## config.mk

```make
export PLATFORM = sky130hd
export DESIGN_NAME = cheat_code_executor
export DESIGN_NICKNAME = d
export VERILOG_FILES = /design/src/rtl/core/cce_pkg.sv /design/src/rtl/core/cce_ctrl.sv /design/src/rtl/core/cce_datapath.sv /design/src/rtl/core/cheat_code_executor.sv
export SDC_FILE = /design/constraint.sdc
export NUM_CORES = 1
export LEC_CHECK = 0
export BUFFER_PORTS_ARGS = -buffer_cell sky130_fd_sc_hd__clkbuf_2
export CORE_MARGIN = 3
export CORE_UTILIZATION = 57
export DETAILED_ROUTE_END_ITERATION = 7
export PLACE_DENSITY = 0.77
export RECOVER_POWER = 100
export SETUP_SLACK_MARGIN = 0.5
export SLEW_MARGIN = 5
export SYNTH_ARGS = -nofsm -noshare
export SYNTH_HDL_FRONTEND = slang
export SYNTH_SLANG_ARGS = --single-unit
```

## constraint.sdc

```tcl
create_clock -name clock -period 5.4 [get_ports clock]
set_input_delay 1.08 -clock clock [delete_from_list [all_inputs] [get_ports clock]]
set_output_delay 1.08 -clock clock [all_outputs]
set_load 0.02 [all_outputs]
```

## src/rtl/core/cce_pkg.sv

```systemverilog
// Shared types, opcodes and sizing constants for the cheat code executor.
`default_nettype none

package cce_pkg;

   // Longest run of byte writes that one repeat line may expand into.
   localparam int unsigned MAX_REPEAT = 64;
   localparam int unsigned CNT_W      = $clog2(MAX_REPEAT + 1);
   localparam int unsigned IDX_W      = (MAX_REPEAT > 1) ? $clog2(MAX_REPEAT) : 1;

   localparam logic [7:0] OP_WRITE_BYTE     = 8'h80;
   localparam logic [7:0] OP_WRITE_BYTE_ALT = 8'hA0;
   localparam logic [7:0] OP_WRITE_HALF     = 8'h81;
   localparam logic [7:0] OP_WRITE_HALF_ALT = 8'hA1;
   localparam logic [7:0] OP_BUTTON_BYTE    = 8'h88;
   localparam logic [7:0] OP_BUTTON_HALF    = 8'h89;
   localparam logic [7:0] OP_EQ_BYTE        = 8'hD0;
   localparam logic [7:0] OP_EQ_HALF        = 8'hD1;
   localparam logic [7:0] OP_NE_BYTE        = 8'hD2;
   localparam logic [7:0] OP_NE_HALF        = 8'hD3;
   localparam logic [7:0] OP_REPEAT         = 8'h50;

   localparam logic [15:0] HIGH_BYTE_MASK = 16'hFF00;

   localparam logic STATUS_WRITE = 1'b0;
   localparam logic STATUS_ERROR = 1'b1;

   typedef struct packed {
      logic [7:0]  opcode;
      logic [23:0] target_address;
      logic [15:0] operand_value;
      logic [15:0] memory_contents;
      logic        button_pressed;
      logic        first_line;
   } req_type;

   typedef struct packed {
      logic        status;
      logic [31:0] write_address;
      logic [15:0] write_data;
      logic        halfword;
      logic        last;
   } rsp_type;

   typedef enum logic [1:0] {
      ST_IDLE,
      ST_DECODE,
      ST_REPEAT
   } state_type;

   typedef enum logic [1:0] {
      ACT_NONE,
      ACT_SINGLE,
      ACT_REPEAT
   } action_type;

   typedef struct packed {
      logic load_line;
      logic exec;
      logic rep_step;
   } cmd_type;

   typedef struct packed {
      action_type action;
      logic       out_free;
      logic       rep_emit;
      logic       rep_last;
   } sts_type;

endpackage

`default_nettype wire

```

## src/rtl/core/cce_ctrl.sv

```systemverilog
// Sequencing state machine of the cheat code executor.
`default_nettype none

module cce_ctrl (
   input  wire              clock,
   input  wire              reset,
   input  wire              req_valid,
   output logic             req_stall,
   input  cce_pkg::sts_type sts,
   output cce_pkg::cmd_type cmd
);

   cce_pkg::state_type state_ff;
   cce_pkg::state_type state_in;

   always_ff @(posedge clock) begin
      if (reset) begin
         state_ff <= cce_pkg::ST_IDLE;
      end else begin
         state_ff <= state_in;
      end
   end

   always_comb begin
      state_in      = state_ff;
      cmd.load_line = 1'b0;
      cmd.exec      = 1'b0;
      cmd.rep_step  = 1'b0;
      req_stall     = 1'b1;
      case (state_ff)
         cce_pkg::ST_IDLE: begin
            req_stall = 1'b0;
            if (req_valid) begin
               cmd.load_line = 1'b1;
               state_in      = cce_pkg::ST_DECODE;
            end
         end
         cce_pkg::ST_DECODE: begin
            case (sts.action)
               cce_pkg::ACT_SINGLE: begin
                  // A single result waits for the output register to free up.
                  if (sts.out_free) begin
                     cmd.exec = 1'b1;
                     state_in = cce_pkg::ST_IDLE;
                  end
               end
               cce_pkg::ACT_REPEAT: begin
                  cmd.exec = 1'b1;
                  state_in = cce_pkg::ST_REPEAT;
               end
               default: begin
                  cmd.exec = 1'b1;
                  state_in = cce_pkg::ST_IDLE;
               end
            endcase
         end
         cce_pkg::ST_REPEAT: begin
            // A suppressed write needs no output slot and steps at once.
            if (sts.out_free || !sts.rep_emit) begin
               cmd.rep_step = 1'b1;
               if (sts.rep_last) begin
                  state_in = cce_pkg::ST_IDLE;
               end
            end
         end
         default: begin
            state_in = cce_pkg::ST_IDLE;
         end
      endcase
   end

endmodule

`default_nettype wire

```

## src/rtl/core/cce_datapath.sv

```systemverilog
// Line decode, cheat state, repeat stepping and output register.
`default_nettype none

module cce_datapath (
   input  wire              clock,
   input  wire              reset,
   input  cce_pkg::req_type req_payload,
   output cce_pkg::rsp_type rsp_payload,
   output logic             rsp_valid,
   input  wire              rsp_stall,
   input  cce_pkg::cmd_type cmd,
   output cce_pkg::sts_type sts
);

   // Cheat state.
   logic                      run_enable_ff, run_enable_in;
   logic                      repeat_armed_ff, repeat_armed_in;
   logic                      cheat_muted_ff, cheat_muted_in;
   logic [cce_pkg::CNT_W-1:0] repeat_count_ff, repeat_count_in;
   logic [7:0]                addr_step_ff, addr_step_in;
   logic [7:0]                data_step_ff, data_step_in;

   // Current line.
   logic [7:0]  opcode_ff, opcode_in;
   logic [23:0] addr_ff, addr_in;
   logic [15:0] value_ff, value_in;
   logic [15:0] mem_ff, mem_in;
   logic        button_ff, button_in;

   // Repeat run.
   logic [cce_pkg::IDX_W-1:0] idx_ff, idx_in;
   logic [31:0]               rep_addr_ff, rep_addr_in;
   logic [7:0]                rep_data_ff, rep_data_in;

   // Output register.
   cce_pkg::rsp_type rsp_ff, rsp_in;
   logic             rsp_valid_ff, rsp_valid_in;

   // Decode results.
   cce_pkg::action_type       action;
   cce_pkg::rsp_type          single_rsp;
   logic                      run_enable_dec;
   logic                      cheat_muted_dec;
   logic                      repeat_armed_dec;
   logic                      arm_load;
   logic [cce_pkg::CNT_W-1:0] sat_count;
   logic                      rep_last;
   logic                      out_free;

   assign out_free = !rsp_valid_ff || !rsp_stall;
   assign rep_last = ({1'b0, idx_ff} + cce_pkg::CNT_W'(1)) == repeat_count_ff;

   always_comb begin
      if (addr_ff[15:8] > 8'(cce_pkg::MAX_REPEAT)) begin
         sat_count = cce_pkg::CNT_W'(cce_pkg::MAX_REPEAT);
      end else begin
         sat_count = cce_pkg::CNT_W'(addr_ff[15:8]);
      end
   end

   always_comb begin
      action           = cce_pkg::ACT_NONE;
      run_enable_dec   = run_enable_ff;
      cheat_muted_dec  = cheat_muted_ff;
      repeat_armed_dec = repeat_armed_ff;
      arm_load         = 1'b0;
      single_rsp.status        = cce_pkg::STATUS_WRITE;
      single_rsp.write_address = {8'h00, addr_ff};
      single_rsp.write_data    = {8'h00, value_ff[7:0]};
      single_rsp.halfword      = 1'b0;
      single_rsp.last          = 1'b1;
      if (cheat_muted_ff) begin
         action = cce_pkg::ACT_NONE;
      end else if (repeat_armed_ff) begin
         // The line after a repeat arm is data, whatever its opcode.
         repeat_armed_dec = 1'b0;
         if (repeat_count_ff != '0) begin
            action = cce_pkg::ACT_REPEAT;
         end
      end else begin
         case (opcode_ff)
            cce_pkg::OP_WRITE_BYTE, cce_pkg::OP_WRITE_BYTE_ALT: begin
               run_enable_dec = 1'b1;
               if (run_enable_ff) begin
                  action = cce_pkg::ACT_SINGLE;
               end
            end
            cce_pkg::OP_WRITE_HALF, cce_pkg::OP_WRITE_HALF_ALT: begin
               run_enable_dec        = 1'b1;
               single_rsp.write_data = value_ff;
               single_rsp.halfword   = 1'b1;
               if (run_enable_ff) begin
                  action = cce_pkg::ACT_SINGLE;
               end
            end
            cce_pkg::OP_BUTTON_BYTE: begin
               run_enable_dec = 1'b1;
               if (run_enable_ff && button_ff) begin
                  action = cce_pkg::ACT_SINGLE;
               end
            end
            cce_pkg::OP_BUTTON_HALF: begin
               run_enable_dec        = 1'b1;
               single_rsp.write_data = value_ff;
               single_rsp.halfword   = 1'b1;
               if (run_enable_ff && button_ff) begin
                  action = cce_pkg::ACT_SINGLE;
               end
            end
            cce_pkg::OP_EQ_BYTE: begin
               if (run_enable_ff) begin
                  run_enable_dec = (mem_ff[7:0] == value_ff[7:0]);
               end
            end
            cce_pkg::OP_EQ_HALF: begin
               if (run_enable_ff) begin
                  run_enable_dec = (mem_ff == value_ff);
               end
            end
            cce_pkg::OP_NE_BYTE: begin
               if (run_enable_ff) begin
                  run_enable_dec = (mem_ff[7:0] != value_ff[7:0]);
               end
            end
            cce_pkg::OP_NE_HALF: begin
               if (run_enable_ff) begin
                  run_enable_dec = (mem_ff != value_ff);
               end
            end
            cce_pkg::OP_REPEAT: begin
               repeat_armed_dec = 1'b1;
               arm_load         = 1'b1;
            end
            default: begin
               action                   = cce_pkg::ACT_SINGLE;
               single_rsp.status        = cce_pkg::STATUS_ERROR;
               single_rsp.write_address = '0;
               single_rsp.write_data    = '0;
               cheat_muted_dec          = 1'b1;
               repeat_armed_dec         = 1'b0;
            end
         endcase
      end
   end

   always_comb begin
      run_enable_in   = run_enable_ff;
      repeat_armed_in = repeat_armed_ff;
      cheat_muted_in  = cheat_muted_ff;
      repeat_count_in = repeat_count_ff;
      addr_step_in    = addr_step_ff;
      data_step_in    = data_step_ff;
      opcode_in       = opcode_ff;
      addr_in         = addr_ff;
      value_in        = value_ff;
      mem_in          = mem_ff;
      button_in       = button_ff;
      idx_in          = idx_ff;
      rep_addr_in     = rep_addr_ff;
      rep_data_in     = rep_data_ff;
      rsp_in          = rsp_ff;
      rsp_valid_in    = rsp_valid_ff && rsp_stall;

      if (cmd.load_line) begin
         opcode_in = req_payload.opcode;
         addr_in   = req_payload.target_address;
         value_in  = req_payload.operand_value;
         mem_in    = req_payload.memory_contents;
         button_in = req_payload.button_pressed;
         if (req_payload.first_line) begin
            run_enable_in   = 1'b1;
            cheat_muted_in  = 1'b0;
            repeat_armed_in = 1'b0;
         end
      end

      if (cmd.exec) begin
         run_enable_in   = run_enable_dec;
         cheat_muted_in  = cheat_muted_dec;
         repeat_armed_in = repeat_armed_dec;
         if (arm_load) begin
            repeat_count_in = sat_count;
            addr_step_in    = addr_ff[7:0];
            data_step_in    = value_ff[7:0];
         end
         if (action == cce_pkg::ACT_SINGLE) begin
            rsp_in       = single_rsp;
            rsp_valid_in = 1'b1;
         end
         if (action == cce_pkg::ACT_REPEAT) begin
            idx_in      = '0;
            rep_addr_in = {8'h00, addr_ff};
            rep_data_in = value_ff[7:0];
         end
      end

      if (cmd.rep_step) begin
         // A pending false compare swallows only the first write of the run.
         if (run_enable_ff) begin
            rsp_in.status        = cce_pkg::STATUS_WRITE;
            rsp_in.write_address = rep_addr_ff;
            rsp_in.write_data    = {8'h00, rep_data_ff};
            rsp_in.halfword      = 1'b0;
            rsp_in.last          = rep_last;
            rsp_valid_in         = 1'b1;
         end
         run_enable_in = 1'b1;
         idx_in        = idx_ff + cce_pkg::IDX_W'(1);
         rep_addr_in   = rep_addr_ff + {24'h000000, addr_step_ff};
         rep_data_in   = rep_data_ff + data_step_ff;
      end
   end

   always_ff @(posedge clock) begin
      if (reset) begin
         run_enable_ff   <= 1'b1;
         repeat_armed_ff <= 1'b0;
         cheat_muted_ff  <= 1'b0;
         repeat_count_ff <= '0;
         addr_step_ff    <= '0;
         data_step_ff    <= '0;
         rsp_valid_ff    <= 1'b0;
      end else begin
         run_enable_ff   <= run_enable_in;
         repeat_armed_ff <= repeat_armed_in;
         cheat_muted_ff  <= cheat_muted_in;
         repeat_count_ff <= repeat_count_in;
         addr_step_ff    <= addr_step_in;
         data_step_ff    <= data_step_in;
         rsp_valid_ff    <= rsp_valid_in;
      end
   end

   always_ff @(posedge clock) begin
      opcode_ff   <= opcode_in;
      addr_ff     <= addr_in;
      value_ff    <= value_in;
      mem_ff      <= mem_in;
      button_ff   <= button_in;
      idx_ff      <= idx_in;
      rep_addr_ff <= rep_addr_in;
      rep_data_ff <= rep_data_in;
      rsp_ff      <= rsp_in;
   end

   assign rsp_payload  = rsp_ff;
   assign rsp_valid    = rsp_valid_ff;
   assign sts.action   = action;
   assign sts.out_free = out_free;
   assign sts.rep_emit = run_enable_ff;
   assign sts.rep_last = rep_last;

endmodule

`default_nettype wire

```

## src/rtl/core/cheat_code_executor.sv

```systemverilog
// Top level of the cheat code executor: controller and datapath.
//
// One decoded cheat line is taken per transfer on the req_ channel and the
// resulting write requests or error leave on the rsp_ channel. The block works
// on one line at a time: a line is taken in the idle state and decoded in the
// decode state, and a plain line may hand its result to the output
// register while it is being drained. The line after a repeat arm steps
// through count byte writes (count up to 64), one write per cycle, as
// the repeat sequencer emits writes one at a time and waits whenever the
// output register is still held by rsp_stall. A result waiting in the output
// register does not keep the next line from being taken.
`default_nettype none

module cheat_code_executor (
   input  wire              clock,
   input  wire              reset,
   input  wire              req_valid,
   output logic             req_stall,
   input  cce_pkg::req_type req_payload,
   output logic             rsp_valid,
   input  wire              rsp_stall,
   output cce_pkg::rsp_type rsp_payload
);

   cce_pkg::cmd_type cmd;
   cce_pkg::sts_type sts;

   cce_ctrl u_ctrl (
      .clock     (clock),
      .reset     (reset),
      .req_valid (req_valid),
      .req_stall (req_stall),
      .sts       (sts),
      .cmd       (cmd)
   );

   cce_datapath u_datapath (
      .clock       (clock),
      .reset       (reset),
      .req_payload (req_payload),
      .rsp_payload (rsp_payload),
      .rsp_valid   (rsp_valid),
      .rsp_stall   (rsp_stall),
      .cmd         (cmd),
      .sts         (sts)
   );

endmodule

`default_nettype wire
```

==> flow_metrics.env <==
export IMPL_dieArea_um2=16400
export IMPL_cts_max_level=4
export IMPL_grtUsageMet2_pct=39.3
export IMPL_vias=6169
export IMPL_core_area_um2=14600
export IMPL_clkTransAtPathRegs_ns=0.07
export IMPL_antenna_left=0
export IMPL_clkSinkCount=191
export IMPL_p_leak_uw=0.00374
export IMPL_final_cell_area_um2=9700
export IMPL_grt_usage_pct=23.9
export IMPL_cp_required_ns=5.77
export IMPL_gr_total_overflow=0
export IMPL_pwr_share_clk_pct=41.8
export IMPL_ff2ff_setup_slack_ns=1.41
export IMPL_insertion_delay_ns=0.44
export IMPL_reg2reg_from="u_datapath.run_enable_ff$_SDFFE_PP1P_"
export IMPL_yosysTopAreaCell="edfxtp_1"
export IMPL_yosys_top_cells_area="edfxtp_1 (39%), dfxtp_1 (19%), nand2_1 (4.2%)"
export IMPL_fin_util_pct=66.5
export IMPL_power_frac_seq_pct=53.9
export IMPL_ys_seq_elements=191
export IMPL_worstSetupPathType="reg -> reg"
export IMPL_powerDensity_nw_per_um2=310
export IMPL_total_power_uw=3010
export IMPL_root_buffer="clkbuf_16"
export IMPL_cts_tree="built"
export IMPL_sw_frac_of_total_pct=21.1
export IMPL_combinationalPowerShare_pct=4.2
export IMPL_async_flop_share_pct=0
export IMPL_multiInputGateArea_um2=3300
export IMPL_hold_violations=0
export IMPL_cpLargestDelayFamily="buffers and inverters"
export IMPL_syn_inst=754
export IMPL_syn_cell_area_um2=8510
export IMPL_slew_headroom_pct=-36.4
export IMPL_clockBufferDepth=2
export IMPL_worstHoldEndpoint="u_datapath.data_step_ff[3]$_SDFFE_PP0P_"
export IMPL_register_area_um2=4930
export IMPL_wire_per_inst_um=17.8
export IMPL_max_stage_delay_ns=1.16
export IMPL_drive_gt1_share_pct=12.6
export IMPL_grt_util_met3_pct=6.71
export IMPL_end_kind="register"
export IMPL_timing_fmax_mhz=251
export IMPL_period_share_pct=73.8
export IMPL_antenna_found_initial=0
export IMPL_internal_power_uw=2370
export IMPL_cap_violations=3
export IMPL_drc_errors=0
export IMPL_grt_max_degree=47
export IMPL_ys_top_cells_by_count="edfxtp_1 (111), nand2_1 (95), dfxtp_1 (80)"
export IMPL_hold_buffers=0
export IMPL_io_pins=123
export IMPL_worstReg2RegEnd="u_datapath.rsp_payload[3]$_DFF_P_"
export IMPL_yosys_warnings=0
export IMPL_syn_nets=842
export IMPL_setup_violations=0
export IMPL_synth_enable_flop_cells=111
export IMPL_switchingPower_uw=636
export IMPL_first_iter_violations=532
export IMPL_drv_slew=104
export IMPL_path_buf_inv=2
export IMPL_use_met1_pct=30.8
export IMPL_hp_class="reg -> reg"
export IMPL_antenna_cells=0
export IMPL_seq_area_frac_synth_pct=58.0
export IMPL_reg2reg_depth=7
export IMPL_numPortBuffers=122
export IMPL_grt_pass1_wl_um=31200
export IMPL_nFillCells=1121
export IMPL_grt_busiest_layer="met2"
export IMPL_grt_pass1_vias=6260
export IMPL_slowest_stage="clkbuf_1"
export IMPL_worst_path_max_fanout=39
export IMPL_first_pass_iters=6
export IMPL_clock_skew_ns=0.00849
export IMPL_vias_per_cell=5.83
export IMPL_path_common_cell="and3_1"
export IMPL_min_from="u_datapath.data_step_ff[3]$_SDFFE_PP0P_"
export IMPL_worst_ep_arrival_time_ns=4.36
export IMPL_avgSynthCellArea_um2=11.3
export IMPL_worst_slew_pin_slew_ns=2.04
export IMPL_wl_um=18800
export IMPL_crit_chain="and3_1 > nor3b_1 > buf_4 > nand2_1 > and3_1 > clkbuf_1 > a221o_1"
export IMPL_status="complete, but fails checks"
export IMPL_hold_depth=2
export IMPL_fp_dieW_um=128
export IMPL_area_growth_synth_to_final_pct=14.0
export IMPL_violations="capacitance limit, slew limit"
export IMPL_gp_congestion=0.871
export IMPL_placementRows=44
export IMPL_synth_top_area_share_pct=39.2
export IMPL_start_kind="register"
export IMPL_synth_ff_type="edfxtp_1"
export IMPL_synth_most_common_cell="edfxtp_1"
export IMPL_max_vdd_ir_drop_v=0.000260
export IMPL_rsz0062_at_grt="no"
export IMPL_fp_dieH_um=128
export IMPL_cts_post_setup_buffers_inserted=0
export IMPL_start_util_pct=58.3
export IMPL_layout_nets=950
export IMPL_dpl_hpwl_um=12700
export IMPL_dpl_cell_area_um2=9200
export IMPL_totalNegativeSetupSlack_ns=0
export IMPL_cts_buffers=17
export IMPL_cts_resized=0
export IMPL_ys_types=65
export IMPL_fin_crit_ns=3.99
## metrics by stage
stage	instances	hold slack, ns	worst slack, ns
finish	1058	0.464	1.41
global route	1058	0.480	1.07
CTS	1058	0.466	2.21
detailed placement	1027	0.457	1.97
global placement	1027	0.446	2.09
floorplan	754	0.440	2.01
## layer usage
metal	part of all wire [%]	wire, um
met5	0	0
met4	2.1	391
met3	6.5	1220
met2	48	9090
met1	43	8130
## layout make-up
type,instances,share of cell area (%)
Timing Repair Buffer,129,6.08
Inverter,13,0.503
Multi-Input combinational cell,510,34.0
Clock inverter,8,1.07
Clock buffer,23,5.05
Tap cell,184,2.37
Sequential cell,191,50.9
## registers in the layout (all words and copies together), names as in the netlist
signal	count
u_datapath.rsp_valid	1
u_datapath.button_ff	1
u_datapath.run_enable_ff	1
u_datapath.opcode_ff	8
u_datapath.rsp_payload	51
u_datapath.value_ff	16
u_datapath.repeat_armed_ff	1
u_datapath.mem_ff	16
u_datapath.idx_ff	6
u_datapath.data_step_ff	8
u_datapath.rep_data_ff	8
u_datapath.cheat_muted_ff	1
u_datapath.addr_step_ff	8
u_datapath.addr_ff	24
u_datapath.repeat_count_ff	7
u_ctrl.state_ff	2
u_datapath.rep_addr_ff	32
## worst max-delay path by stage
stage	end	cells past startpoint	from
2_1_floorplan	u_datapath.idx_ff[0]$_SDFFCE_PN0P_	5	rsp_stall
3_3_place_gp	u_datapath.rsp_payload[25]$_DFF_P_	8	rsp_stall
3_5_place_dp	u_datapath.rsp_payload[3]$_DFF_P_	8	rsp_stall
4_1_cts	u_datapath.rep_addr_ff[6]$_DFFE_PP_	4	u_datapath.run_enable_ff$_SDFFE_PP1P_
5_1_grt	u_datapath.rsp_payload[3]$_DFF_P_	7	u_datapath.run_enable_ff$_SDFFE_PP1P_
6_report	u_datapath.rsp_payload[3]$_DFF_P_	7	u_datapath.run_enable_ff$_SDFFE_PP1P_
## worst register-to-register path: cells and delay by family, from the launching register on
family	cells	cell delay [ns]
simple gates	4	1.12
flops	1	1.05
compound gates	1	0.36
buf+inv	2	1.40
## power groups by stage
stage	Clock (uW)	Combinational, uW	Sequential (uW)
5_1_grt	1340	143	1630
3_3_place_gp	0	126	1650
3_5_place_dp	0	132	1650
4_1_cts	1270	133	1620
2_1_floorplan	0	67.3	1650
6_report	1260	128	1620
## logic make-up after synthesis
logic type / count (synthesis) / synth area share [%]
xor+xnor: 60 / 6.34
fa+ha+maj: 18 / 2.82
mux: 4 / 0.471
flops: 191 / 58.0
buf+inv: 53 / 3.04
compound gates: 159 / 13.3
simple gates: 269 / 16.0
## layout by cell type, fill, tap and decap left out, types with 6 or more instances in the layout
master     count
clkbuf_2      69
edfxtp_1     111
nor2_1        32
inv_1         13
a211oi_1       8
xnor2_1       39
clkbuf_16     18
nand3_1       30
nor3_1        11
xor2_1        20
a21oi_1       35
a221o_1       32
dfxtp_1       80
ha_1          16
nor4_1         6
and3_1        48
o21ai_0       37
o21a_1        14
clkbuf_1      58
and2_1        12
nand2_1       95
a22o_1         8
Power figures use the tool's default switching activity.
